==> config.mk <==
export PLATFORM = sky130hd
export DESIGN_NAME = stw_cdiv
export DESIGN_NICKNAME = d
export VERILOG_FILES = /design/src/design/stw_pkg.sv /design/src/design/stw_cdiv.sv
export SDC_FILE = /design/constraint.sdc
export NUM_CORES = 2
export LEC_CHECK = 0
export ABC_CLOCK_PERIOD_IN_PS = 11500
export BUFFER_PORTS_ARGS = -buffer_cell sky130_fd_sc_hd__buf_2
export CORE_MARGIN = 2
export CORE_UTILIZATION = 50
export CTS_CLUSTER_DIAMETER = 60
export DETAILED_ROUTE_END_ITERATION = 6
export PLACE_DENSITY_LB_ADDON = 0.12
export SETUP_SLACK_MARGIN = 0.02
export SLEW_MARGIN = 40
export SYNTH_ARGS = -nofsm -noshare
export SYNTH_HDL_FRONTEND = slang
export SYNTH_SLANG_ARGS = --single-unit
==> constraint.sdc <==
create_clock -name clk -period 11.5 [get_ports clk]
set_input_delay 1.725 -clock clk [delete_from_list [all_inputs] [get_ports clk]]
set_output_delay 1.725 -clock clk [all_outputs]
set_load 0.1 [all_outputs]
==> src/design/stw_pkg.sv <==
// Shared types, constants and lookup functions for the stopwatch time display core.
// Used by every module of the block; depends on nothing else.
`timescale 1ns / 1ps

package stw_pkg;

	localparam int WORD_W = 32;
	localparam int DIV_W  = 27;
	localparam int PART_W = 7;

	// Which part of the elapsed time is shown.
	typedef logic [2:0] part_sel_t;
	localparam part_sel_t SEL_HUND = 3'd0;
	localparam part_sel_t SEL_SEC  = 3'd1;
	localparam part_sel_t SEL_MIN  = 3'd2;
	localparam part_sel_t SEL_HOUR = 3'd3;
	localparam part_sel_t SEL_DAY  = 3'd4;

	// Bit of the centre (run/stop) button.
	localparam int CENTRE_BIT = 4;

	// Item data that rides along the divider pipeline.
	typedef struct packed {
		part_sel_t  sel;
		logic       enc_mode;
		logic [7:0] enc;
	} side_t;

	localparam logic [DIV_W-1:0] MS_PER_HUND = 27'd10;
	localparam logic [DIV_W-1:0] MS_PER_SEC  = 27'd1000;
	localparam logic [DIV_W-1:0] MS_PER_MIN  = 27'd60000;
	localparam logic [DIV_W-1:0] MS_PER_HOUR = 27'd3600000;
	localparam logic [DIV_W-1:0] MS_PER_DAY  = 27'd86400000;

	localparam logic [DIV_W-1:0] MOD_HUND = 27'd100;
	localparam logic [DIV_W-1:0] MOD_SEC  = 27'd60;
	localparam logic [DIV_W-1:0] MOD_HOUR = 27'd24;
	// The day count never reaches 50, so reducing it modulo 128 leaves it unchanged.
	localparam logic [DIV_W-1:0] MOD_DAY  = 27'd128;

	// Reciprocals floor(2^32 / d); the estimate they give is low by at most one.
	localparam logic [63:0] RECIP_ONE = 64'd1 << 32;
	localparam logic [31:0] RCP_HUND     = 32'(RECIP_ONE / 64'd10);
	localparam logic [31:0] RCP_SEC      = 32'(RECIP_ONE / 64'd1000);
	localparam logic [31:0] RCP_MIN      = 32'(RECIP_ONE / 64'd60000);
	localparam logic [31:0] RCP_HOUR     = 32'(RECIP_ONE / 64'd3600000);
	localparam logic [31:0] RCP_DAY      = 32'(RECIP_ONE / 64'd86400000);
	localparam logic [31:0] RCP_MOD_HUND = 32'(RECIP_ONE / 64'd100);
	localparam logic [31:0] RCP_MOD_SEC  = 32'(RECIP_ONE / 64'd60);
	localparam logic [31:0] RCP_MOD_HOUR = 32'(RECIP_ONE / 64'd24);
	localparam logic [31:0] RCP_MOD_DAY  = 32'(RECIP_ONE / 64'd128);

	function automatic logic [DIV_W-1:0] part_divisor(input part_sel_t sel);
		logic [DIV_W-1:0] d;
		unique case (sel)
			SEL_SEC:  d = MS_PER_SEC;
			SEL_MIN:  d = MS_PER_MIN;
			SEL_HOUR: d = MS_PER_HOUR;
			SEL_DAY:  d = MS_PER_DAY;
			default:  d = MS_PER_HUND;
		endcase
		return d;
	endfunction

	function automatic logic [31:0] part_recip(input part_sel_t sel);
		logic [31:0] r;
		unique case (sel)
			SEL_SEC:  r = RCP_SEC;
			SEL_MIN:  r = RCP_MIN;
			SEL_HOUR: r = RCP_HOUR;
			SEL_DAY:  r = RCP_DAY;
			default:  r = RCP_HUND;
		endcase
		return r;
	endfunction

	function automatic logic [DIV_W-1:0] part_modulus(input part_sel_t sel);
		logic [DIV_W-1:0] m;
		unique case (sel)
			SEL_SEC:  m = MOD_SEC;
			SEL_MIN:  m = MOD_SEC;
			SEL_HOUR: m = MOD_HOUR;
			SEL_DAY:  m = MOD_DAY;
			default:  m = MOD_HUND;
		endcase
		return m;
	endfunction

	function automatic logic [31:0] part_mod_recip(input part_sel_t sel);
		logic [31:0] r;
		unique case (sel)
			SEL_SEC:  r = RCP_MOD_SEC;
			SEL_MIN:  r = RCP_MOD_SEC;
			SEL_HOUR: r = RCP_MOD_HOUR;
			SEL_DAY:  r = RCP_MOD_DAY;
			default:  r = RCP_MOD_HUND;
		endcase
		return r;
	endfunction

endpackage

==> src/design/stw_cdiv.sv <==
// Three-stage divider by a per-item constant, using a reciprocal multiply,
// a back multiply and a single correction step. Depends on stw_pkg.
`timescale 1ns / 1ps

module stw_cdiv (
	input  logic                       clk,
	input  logic                       arst_n,
	input  logic                       in_valid,
	output logic                       in_stall,
	input  logic [stw_pkg::WORD_W-1:0] dividend,
	input  logic [stw_pkg::DIV_W-1:0]  divisor,
	input  logic [31:0]                recip,
	input  stw_pkg::side_t             side_in,
	output logic                       out_valid,
	input  logic                       out_stall,
	output logic [stw_pkg::WORD_W-1:0] quotient,
	output logic [stw_pkg::DIV_W-1:0]  remainder,
	output stw_pkg::side_t             side_out
);
	import stw_pkg::*;

	logic                v_s1, v_s2, v_s3;
	logic                en1, en2, en3;

	logic [WORD_W-1:0]   qe_s1, num_s1;
	logic [DIV_W-1:0]    div_s1;
	side_t               side_s1;

	logic [WORD_W-1:0]   qe_s2, num_s2, back_s2;
	logic [DIV_W-1:0]    div_s2;
	side_t               side_s2;

	logic [WORD_W-1:0]   q_s3;
	logic [DIV_W-1:0]    rem_s3;
	side_t               side_s3;

	logic [63:0]         prod;
	logic [WORD_W-1:0]   back;
	logic [WORD_W-1:0]   r_raw;
	logic [WORD_W-1:0]   div_ext;
	logic                over;

	assign en3      = !v_s3 || !out_stall;
	assign en2      = !v_s2 || en3;
	assign en1      = !v_s1 || en2;
	assign in_stall = !en1;

	assign prod    = {32'd0, dividend} * {32'd0, recip};
	assign back    = qe_s1 * {{(WORD_W-DIV_W){1'b0}}, div_s1};
	assign div_ext = {{(WORD_W-DIV_W){1'b0}}, div_s2};
	assign r_raw   = num_s2 - back_s2;
	assign over    = r_raw >= div_ext;

	always_ff @(posedge clk or negedge arst_n) begin
		if (!arst_n) begin
			v_s1 <= 1'b0;
			v_s2 <= 1'b0;
			v_s3 <= 1'b0;
		end else begin
			if (en1) begin
				v_s1 <= in_valid;
			end
			if (en2) begin
				v_s2 <= v_s1;
			end
			if (en3) begin
				v_s3 <= v_s2;
			end
		end
	end

	always_ff @(posedge clk) begin
		if (en1 && in_valid) begin
			qe_s1   <= prod[63:32];
			num_s1  <= dividend;
			div_s1  <= divisor;
			side_s1 <= side_in;
		end
		if (en2 && v_s1) begin
			qe_s2   <= qe_s1;
			num_s2  <= num_s1;
			div_s2  <= div_s1;
			back_s2 <= back;
			side_s2 <= side_s1;
		end
		if (en3 && v_s2) begin
			q_s3    <= over ? qe_s2 + 32'd1 : qe_s2;
			rem_s3  <= over ? DIV_W'(r_raw - div_ext) : r_raw[DIV_W-1:0];
			side_s3 <= side_s2;
		end
	end

	assign out_valid = v_s3;
	assign quotient  = q_s3;
	assign remainder = rem_s3;
	assign side_out  = side_s3;

endmodule

==> impl_metrics.toml <==
[floorplan]
start_util_pct = 50.5
std_cell_rows = 127
io_pins = 180
dieWidth_um = 352
coreArea_mm2 = 0.120
fp.dieArea_mm2 = 0.124
fp.dieH_um = 352

[timing]
tightest_slew_ns = 0.932
fin_skew_ns = 0.0317
min_period_over_period_pct = 86.7
period_needed_ns = 9.97
setup_viol = 0
hold_violations = 0
maxSlewViolCount = 0
slew_headroom_pct = 37.8
rsz0062_at_grt = "no"
setup_tns_ns = 0
fmax_mhz = 100

[global_routing]
grt_first_pass_wirelength_mm = 264
grt_antenna_before_repair = 7
grt_pass1_vias = 45400
grt_usage_pct = 27.6
grt_start_max_net_pins = 68
gr-total-overflow = 0

[detailed_routing]
wl_per_cell_um = 21.4
routed-via-count = 42000
drt_iter0_markers = 2622
routed_wl_mm = 167
ant_nets = 0
via_per_inst = 5.37
drc = 0
firstDrtPassIters = 5

[clock_network]
cts_max_level = 2
cts_hold_buf = 0
clkSlewWorstSetupHoldPaths_ns = 0.06
clock-root-buffer = "clkbuf_16"
clock_latency_ns = 0.58
cts_resized = 0
cts_num_sinks = 312
cts_buffer_depth = 3
cts_setup_buffers = 0
numCtsBuffers = 39
cts_tree = "done"

[logic_synthesis]
synth_nets = 8011
synth-seq-area-share_pct = 15.4
ys_ff_latch = 312
synth_top_area_share_pct = 43.0
synthTopCellsByArea = "fa_1 (43%), edfxtp_1 (15%), inv_1 (8.9%)"
yosys_warnings = 0
syn_avg_cell_area_um2 = 9.81
synth_area_mm2 = 0.0606
yosys.area.top_type = "fa_1"
ys_types = 76
synth_edf_count = 309
yosys-top-cells-count = "inv_1 (1,430), fa_1 (1,302), nand2_1 (906)"
synth.most_common_cell = "inv_1"
synthCells = 6181
synthArstFlopShare_pct = 0.962
synth_top_flop_cell = "edfxtp_1"

[setup_path]
cp_common_cell = "fa_1"
startpoint_type = "input pin"
cp_top_family = "adder cells"
slowest_delay_ns = 0.65
path_class = "in -> reg"
slowest_stage = "o21ai_1"
cp_num_buf_inv = 7
end_kind = "flip-flop"
crit_path_max_fanout = 24
crit_arrival_ns = 10.28
cp.required_ns = 11.80

[cells_and_area]
fin_area_mm2 = 0.0644
fin_nets = 8006
area_growth_syn_to_layout_pct = 6.22
fill_cells = 11100
drive_gt1_share_pct = 6.07

[placement]
dp_hpwl_mm = 129
place_area_mm2 = 0.0630
portBuffers = 179
gp_congestion = 0.891

[job]
drv_cap = 0

[worst_hold_path]
min-delay-path-class = "reg -> reg"

[run_status]
status = "complete, no violations"
placed cells by master (no fill, tap or decap), types with 26 or more instances in the layout:
| master | n |
|---|---|
| inv_1 | 1430 |
| fa_1 | 1302 |
| nand2_1 | 906 |
| and2_1 | 696 |
| ha_1 | 421 |
| edfxtp_1 | 309 |
| buf_2 | 176 |
| xnor2_1 | 146 |
| a21oi_1 | 101 |
| buf_4 | 76 |
| o21ai_0 | 71 |
| nor2_1 | 57 |
| a21o_1 | 52 |
| clkbuf_16 | 41 |
| nand3_1 | 39 |
| xor2_1 | 37 |
| mux2_2 | 26 |
cell type report:
| class | count | area, um2 | share of cell area (%) |
|---|---|---|---|
| Antenna cell | 1 | 2.50 | 0.00389 |
| Clock buffer | 46 | 1040 | 1.62 |
| Tap cell | 1612 | 2020 | 3.13 |
| Inverter | 1430 | 5370 | 8.34 |
| Multi-Input combinational cell | 4136 | 44800 | 69.6 |
| Clock inverter | 25 | 299 | 0.464 |
| Timing Repair Buffer | 257 | 1510 | 2.35 |
| Sequential cell | 312 | 9350 | 14.5 |
logic make-up after synthesis:
group                      synth area share [%]
adders and majority gates                  51.7
muxes                                     0.565
AOI/OAI and AO/OA                          4.06
DFF                                        15.4
xor gates and xnor gates                   2.66
buffers and inverters                      10.7
and+or+nand+nor                            14.9
worst paths after layout:
check                              endpoint  cells past startpoint  slack, ns        start
worst max-delay path              qe_s1[17]                     27       1.53  dividend[7]
max in group asynchronous              v_s2                      1      10.47       arst_n
worst min register to register  side_out[9]                      0       0.42   side_s2[9]
min in group asynchronous              v_s1                      1       0.92       arst_n
worst min-delay path            side_out[9]                      0       0.42   side_s2[9]
worst max register to register  back_s2[30]                     22       3.86     qe_s1[4]
registers in the layout (all words and copies together), names as in the netlist, 27 cells and up:
register,count
num_s2,32
qe_s1,32
remainder,27
quotient,32
back_s2,32
div_s2,27
num_s1,32
div_s1,27
qe_s2,32
through the flow:
stage          hold slack (ns)  setup slack [ns]  std cells  util [%]
2_1_floorplan            0.400              2.54       6181         -
3_3_place_gp             0.400             0.515       7744      52.4
3_5_place_dp             0.405             0.895       7747      52.5
4_1_cts                  0.417              1.51       7818      53.6
5_1_grt                  0.421              1.16       7818      53.6
6_report                 0.416              1.53       7819      53.6
layer usage:
layer	track usage, %	up-vias	part of all wire, %
li1	-	18400	-
met1	38.9	21900	43
met2	44.9	1449	47
met3	3.93	260	6.7
met4	7.70	8	3.1
met5	0	-	0.031
Power is left out: the tool's default activity adds up to more than one toggle a clock period on the data nets, which glitch-free logic cannot reach.
