<file path="src/design/stw_pkg.sv">
// Shared types, constants and lookup functions for the stopwatch time display core.
// Used by every module of the block; depends on nothing else.
`timescale 1ns / 1ps

package stw_pkg;

	localparam int WORD_W = 32;
	localparam int DIV_W  = 27;
	localparam int PART_W = 7;

	// Which part of the elapsed time is shown.
	typedef logic [2:0] part_sel_t;
	localparam part_sel_t SEL_HUND = 3'd0;
	localparam part_sel_t SEL_SEC  = 3'd1;
	localparam part_sel_t SEL_MIN  = 3'd2;
	localparam part_sel_t SEL_HOUR = 3'd3;
	localparam part_sel_t SEL_DAY  = 3'd4;

	// Bit of the centre (run/stop) button.
	localparam int CENTRE_BIT = 4;

	// Item data that rides along the divider pipeline.
	typedef struct packed {
		part_sel_t  sel;
		logic       enc_mode;
		logic [7:0] enc;
	} side_t;

	localparam logic [DIV_W-1:0] MS_PER_HUND = 27'd10;
	localparam logic [DIV_W-1:0] MS_PER_SEC  = 27'd1000;
	localparam logic [DIV_W-1:0] MS_PER_MIN  = 27'd60000;
	localparam logic [DIV_W-1:0] MS_PER_HOUR = 27'd3600000;
	localparam logic [DIV_W-1:0] MS_PER_DAY  = 27'd86400000;

	localparam logic [DIV_W-1:0] MOD_HUND = 27'd100;
	localparam logic [DIV_W-1:0] MOD_SEC  = 27'd60;
	localparam logic [DIV_W-1:0] MOD_HOUR = 27'd24;
	// The day count never reaches 50, so reducing it modulo 128 leaves it unchanged.
	localparam logic [DIV_W-1:0] MOD_DAY  = 27'd128;

	// Reciprocals floor(2^32 / d); the estimate they give is low by at most one.
	localparam logic [63:0] RECIP_ONE = 64'd1 << 32;
	localparam logic [31:0] RCP_HUND     = 32'(RECIP_ONE / 64'd10);
	localparam logic [31:0] RCP_SEC      = 32'(RECIP_ONE / 64'd1000);
	localparam logic [31:0] RCP_MIN      = 32'(RECIP_ONE / 64'd60000);
	localparam logic [31:0] RCP_HOUR     = 32'(RECIP_ONE / 64'd3600000);
	localparam logic [31:0] RCP_DAY      = 32'(RECIP_ONE / 64'd86400000);
	localparam logic [31:0] RCP_MOD_HUND = 32'(RECIP_ONE / 64'd100);
	localparam logic [31:0] RCP_MOD_SEC  = 32'(RECIP_ONE / 64'd60);
	localparam logic [31:0] RCP_MOD_HOUR = 32'(RECIP_ONE / 64'd24);
	localparam logic [31:0] RCP_MOD_DAY  = 32'(RECIP_ONE / 64'd128);

	function automatic logic [DIV_W-1:0] part_divisor(input part_sel_t sel);
		logic [DIV_W-1:0] d;
		unique case (sel)
			SEL_SEC:  d = MS_PER_SEC;
			SEL_MIN:  d = MS_PER_MIN;
			SEL_HOUR: d = MS_PER_HOUR;
			SEL_DAY:  d = MS_PER_DAY;
			default:  d = MS_PER_HUND;
		endcase
		return d;
	endfunction

	function automatic logic [31:0] part_recip(input part_sel_t sel);
		logic [31:0] r;
		unique case (sel)
			SEL_SEC:  r = RCP_SEC;
			SEL_MIN:  r = RCP_MIN;
			SEL_HOUR: r = RCP_HOUR;
			SEL_DAY:  r = RCP_DAY;
			default:  r = RCP_HUND;
		endcase
		return r;
	endfunction

	function automatic logic [DIV_W-1:0] part_modulus(input part_sel_t sel);
		logic [DIV_W-1:0] m;
		unique case (sel)
			SEL_SEC:  m = MOD_SEC;
			SEL_MIN:  m = MOD_SEC;
			SEL_HOUR: m = MOD_HOUR;
			SEL_DAY:  m = MOD_DAY;
			default:  m = MOD_HUND;
		endcase
		return m;
	endfunction

	function automatic logic [31:0] part_mod_recip(input part_sel_t sel);
		logic [31:0] r;
		unique case (sel)
			SEL_SEC:  r = RCP_MOD_SEC;
			SEL_MIN:  r = RCP_MOD_SEC;
			SEL_HOUR: r = RCP_MOD_HOUR;
			SEL_DAY:  r = RCP_MOD_DAY;
			default:  r = RCP_MOD_HUND;
		endcase
		return r;
	endfunction

endpackage

</file>
<file path="src/design/stw_fmt.sv">
// Output stage: turns the selected time part into two BCD digits and an LED
// value, or passes the encoder value through. Depends on stw_pkg.
`timescale 1ns / 1ps

module stw_fmt (
	input  logic                       clk,
	input  logic                       arst_n,
	input  logic                       in_valid,
	output logic                       in_stall,
	input  logic [stw_pkg::PART_W-1:0] part,
	input  stw_pkg::side_t             side,
	output logic                       out_valid,
	input  logic                       out_stall,
	output logic [7:0]                 segment_code,
	output logic [7:0]                 led_value
);
	import stw_pkg::*;

	logic          v_s1;
	logic [7:0]    seg_s1;
	logic [7:0]    led_s1;
	logic          en;
	logic [14:0]   tens_prod;
	logic [3:0]    tens;
	logic [PART_W-1:0] units;

	assign en       = !v_s1 || !out_stall;
	assign in_stall = !en;

	// Multiplying by 205 and dropping 11 bits divides by ten for parts below 100.
	assign tens_prod = {8'd0, part} * 15'd205;
	assign tens      = tens_prod[14:11];
	assign units     = part - PART_W'({3'd0, tens} * 7'd10);

	always_ff @(posedge clk or negedge arst_n) begin
		if (!arst_n) begin
			v_s1 <= 1'b0;
		end else if (en) begin
			v_s1 <= in_valid;
		end
	end

	always_ff @(posedge clk) begin
		if (en && in_valid) begin
			if (side.enc_mode) begin
				seg_s1 <= side.enc;
				led_s1 <= side.enc;
			end else begin
				seg_s1 <= {tens, units[3:0]};
				led_s1 <= {1'b0, part};
			end
		end
	end

	assign out_valid    = v_s1;
	assign segment_code = seg_s1;
	assign led_value    = led_s1;

endmodule

</file>
<file path="config.mk">
export PLATFORM = sky130hd
export DESIGN_NAME = stw_fmt
export DESIGN_NICKNAME = d
export VERILOG_FILES = /design/src/design/stw_pkg.sv /design/src/design/stw_fmt.sv
export SDC_FILE = /design/constraint.sdc
export NUM_CORES = 1
export LEC_CHECK = 0
export BUFFER_PORTS_ARGS = -buffer_cell sky130_fd_sc_hd__buf_2
export CORE_MARGIN = 2
export CORE_UTILIZATION = 45
export DETAILED_ROUTE_END_ITERATION = 10
export PLACE_DENSITY = 0.73
export REMOVE_ABC_BUFFERS = 1
export SLEW_MARGIN = 20
export SYNTH_ARGS = -nofsm -noshare
export SYNTH_HDL_FRONTEND = slang
export SYNTH_SLANG_ARGS = --single-unit
</file>
<file path="constraint.sdc">
create_clock -name clk -period 1.6 [get_ports clk]
set_input_delay 0.16 -clock clk [delete_from_list [all_inputs] [get_ports clk]]
set_output_delay 0.16 -clock clk [all_outputs]
set_load 0.01 [all_outputs]
</file>
==> metrics.yaml <==
sequential_share_of_the_synthesized_area_pct: 30.6
die_h_um: 62.8
crit_fanout: 4
rsz0062_at_grt: "yes"
final_net_count: 280
power.density_mw_per_mm2: 1030
number_of_antenna_violations_at_the_first_check_in_global_routing: 0
cts.htree.levels: 1
power_frac_clock_pct: 9.0
post-place-cells: 248
root_buffer: "sky130_fd_sc_hd__clkbuf_4"
floorplan.initialDensity_pct: 46.6
number_of_global_route_vias_before_repair: 1379
via_count: 1288
synth_top_cells_by_area: "sky130_fd_sc_hd__edfxtp_1 29%, sky130_fd_sc_hd__ha_1 27%, sky130_fd_sc_hd__fa_1 12%"
placed_cell_area_sq_mm: 0.00199
sequentialPowerShare_pct: 22.6
stdcell_area_sq_mm: 0.00234
via_per_inst: 4.97
finalSetupViolations: 7
setup_tns_ps: -12280
worst_path_largest_cell_delay_ps: 510
p_sw_uw: 889
clock_sinks: 16
slew_viol_final: 0
cells_after_synthesis: 141
post_synthesis_register_bit_count: 16
routedWlPerCell_um: 13.5
total_of_max_cap_violations: 0
crit-reg2reg-launch: "out_valid"
drive_gt1_share_pct: 51.2
max_slew.worst_pin.slew_ps: 335
detailed_place_hpwl_um: 2720
critical_path_arrival_ps: 3960
drt_pass1_iterations: 4
grt_max_degree: 22
critPathSlowestCell: "sky130_fd_sc_hd__fa_1"
cp_top_family: "adder cells"
route.detailed.drc: 0
area_growth_syn_to_layout_pct: 50.5
yosys.area.top_type_share_pct: 29.0
design.portCount: 41
path_class: "input pin to register"
num_antenna_cells: 0
static-leakage-power_nw: 1.12
cts.clk_slew.worst_paths_ps: 90
fillers: 249
final_cell_mix: "33 x sky130_fd_sc_hd__buf_2, 32 x sky130_fd_sc_hd__buf_4, 21 x sky130_fd_sc_hd__ha_1, 19 x sky130_fd_sc_hd__inv_1, 15 x sky130_fd_sc_hd__edfxtp_1"
clk_latency_ps: 280
timing.critical_path.required_ps: 1640
cts_max_path_buffers: 2
synth_warnings: 0
total_global_route_track_usage_pct: 20.4
worstPathCellList: "buf_8, ha_4, fa_1, ha_1, inv_2, fa_1, inv_2, ha_4, nand3_4, nor3_4, or4_4, nand3_4, ha_4, fa_2, xnor2_2, xnor3_1, xnor2_1, o21ai_1"
area_of_the_multi_input_gates_sq_mm: 0.00121
power.ir.vdd_worst_mv: 0.546
layout.area.seq_sq_um: 475
totalWireLength_um: 3490
cts-buffers-inserted: 3
violations_in_the_final_reports: "setup timing"
finalNonFillerCells: 259
fp-row-count: 21
layout_setup_ws_ps: -2320
worst_slew_margin_rel_pct: 77.7
cts_tree: "done"
grt_first_pass_wirelength_um: 6270
launch_instance_of_the_worst_min_delay_path: "in_valid"
path_buf_inv: 3
path_common_cell: "sky130_fd_sc_hd__ha_4"
number_of_unique_standard_cell_types_used_by_synthesis: 31
final.period_utilization_pct: 245
fp.dieArea_sq_mm: 0.00394
drt.antenna.violating_nets: 0
io_buffers: 37
hold_path_class: "input pin to register"
die_width_um: 62.8
run_status: "finished, violations left"
report.final.hold_viol_count: 0
post-route-min-period_ps: 3920
clock_skew_ps: 6.52
post_synth_instance_area_sq_mm: 0.00156
achievable-frequency_ghz: 0.255
endpoint_kind: "register"
power.internal_mw: 1.51
worst_setup_path_startpoint: "part[5]"
syn_area_per_cell_sq_um: 11.0
share_comb_of_total_power_pct: 68.5
core_area_sq_mm: 0.00334
pre_cts_slack_ps: -2950
synth_top_cell_by_area: "sky130_fd_sc_hd__edfxtp_1"
power.share.switching_pct: 37.0
gp_congestion: 0.808
leading_cell_type_in_the_layout_fill_and_taps_excluded: "sky130_fd_sc_hd__buf_2"
critical_path.startpoint_type: "input pin"
global_route.overflow_total: 0
detailedRoute.firstIterationViolations: 57
==> worst reg2reg max path, cell delays in order, from the launching register on <==
cell and delay (ps):
sky130_fd_sc_hd__dfrtp_1 380, sky130_fd_sc_hd__and2_1 180, sky130_fd_sc_hd__nor2b_1 110, sky130_fd_sc_hd__buf_4 230
==> power groups by stage <==
stage | Combinational [mW] | Clock [mW] | Sequential [mW]
CTS | 1.45 | 0.223 | 0.542
finish | 1.64 | 0.216 | 0.542
detailed placement | 1.08 | 0 | 0.552
global route | 1.81 | 0.249 | 0.545
global placement | 1.04 | 0 | 0.548
floorplan | 0.686 | 0 | 0.580
==> worst paths after layout <==
check,endpoint,slack [ps],depth (start not counted)
min in group asynchronous,out_valid,160,2
worst max register to register,segment_code[0],400,3
worst max-delay path,segment_code[3],-2320,18
worst min register to register,out_valid,650,2
worst min-delay path,out_valid,70,2
max in group asynchronous,out_valid,1360,2
==> cell families (layout without fill, tap and decap cells) <==
kind of cell               count (synthesis)  in the layout  share of synthesized area, %
adders and majority gates                 43             43                          38.9
buffers and inverters                     26             98                          6.52
AOI/OAI and AO/OA                         24             24                          9.66
and+or+nand+nor                           22             22                          7.32
DFF                                       16             16                          30.6
xor gates and xnor gates                   7              7                          4.83
muxes                                      3              3                          2.17
==> state kept, by name (all words and copies together) (netlist names) <==
register	cells
out_valid	1
segment_code	8
led_value	7
==> per-stage QoR <==
stage          utilization [%]  power, mW  hold slack, ps
2_1_floorplan                -       1.27            -136
4_1_cts                   68.1       2.22            65.2
3_3_place_gp              59.5       1.59           -65.7
6_report                  70.2       2.40            72.2
3_5_place_dp              59.5       1.63           -64.3
5_1_grt                   70.2       2.61            60.8
==> timing repair <==
item	4_1_cts	5_1_grt
setup buffers	4	2
resized for setup	39	11
endpoints found under the setup margin	7	7
pin swaps	24	24
endpoints found under the hold margin	1	0
hold buffers	1	0
==> cells in the mapped netlist <==
cell type / number
sky130_fd_sc_hd__xor2_1: 2
sky130_fd_sc_hd__nand3_2: 1
sky130_fd_sc_hd__nor2b_1: 2
sky130_fd_sc_hd__and2_1: 2
sky130_fd_sc_hd__o21ai_0: 10
sky130_fd_sc_hd__xnor3_1: 1
sky130_fd_sc_hd__o311ai_0: 1
sky130_fd_sc_hd__a211o_1: 1
sky130_fd_sc_hd__ha_1: 34
sky130_fd_sc_hd__o21ai_1: 3
sky130_fd_sc_hd__edfxtp_1: 15
sky130_fd_sc_hd__nand2b_1: 1
sky130_fd_sc_hd__o21bai_1: 1
sky130_fd_sc_hd__mux2_2: 3
sky130_fd_sc_hd__or2_2: 2
sky130_fd_sc_hd__nand3_1: 2
sky130_fd_sc_hd__o22ai_1: 1
sky130_fd_sc_hd__or4_1: 1
sky130_fd_sc_hd__o22a_1: 1
sky130_fd_sc_hd__dfrtp_1: 1
sky130_fd_sc_hd__clkbuf_1: 2
sky130_fd_sc_hd__a41oi_2: 1
sky130_fd_sc_hd__nand2_1: 9
sky130_fd_sc_hd__xnor2_1: 4
sky130_fd_sc_hd__fa_1: 9
sky130_fd_sc_hd__a21oi_1: 4
sky130_fd_sc_hd__buf_4: 1
sky130_fd_sc_hd__nor2_1: 1
sky130_fd_sc_hd__a21oi_2: 1
sky130_fd_sc_hd__nor3_1: 1
sky130_fd_sc_hd__inv_1: 23
==> area by class of cell <==
class | count | share of cell area, %
clock buffer | 4 | 1.12
inverter | 23 | 3.69
multi-input combinational | 99 | 51.6
sequential | 16 | 20.3
tap | 46 | 2.46
timing repair buffer | 71 | 20.8
==> per-layer routing <==
metal	wire length [um]	share of wire [%]	up-vias	track usage (%)
li1	-	-	634	-
met1	1410	40	607	23.4
met2	1880	54	41	37.9
met3	114	3.3	6	2.16
met4	80	2.3	0	9.17
met5	0	0	-	0
Note: power is estimated with default switching activity, not from simulation.
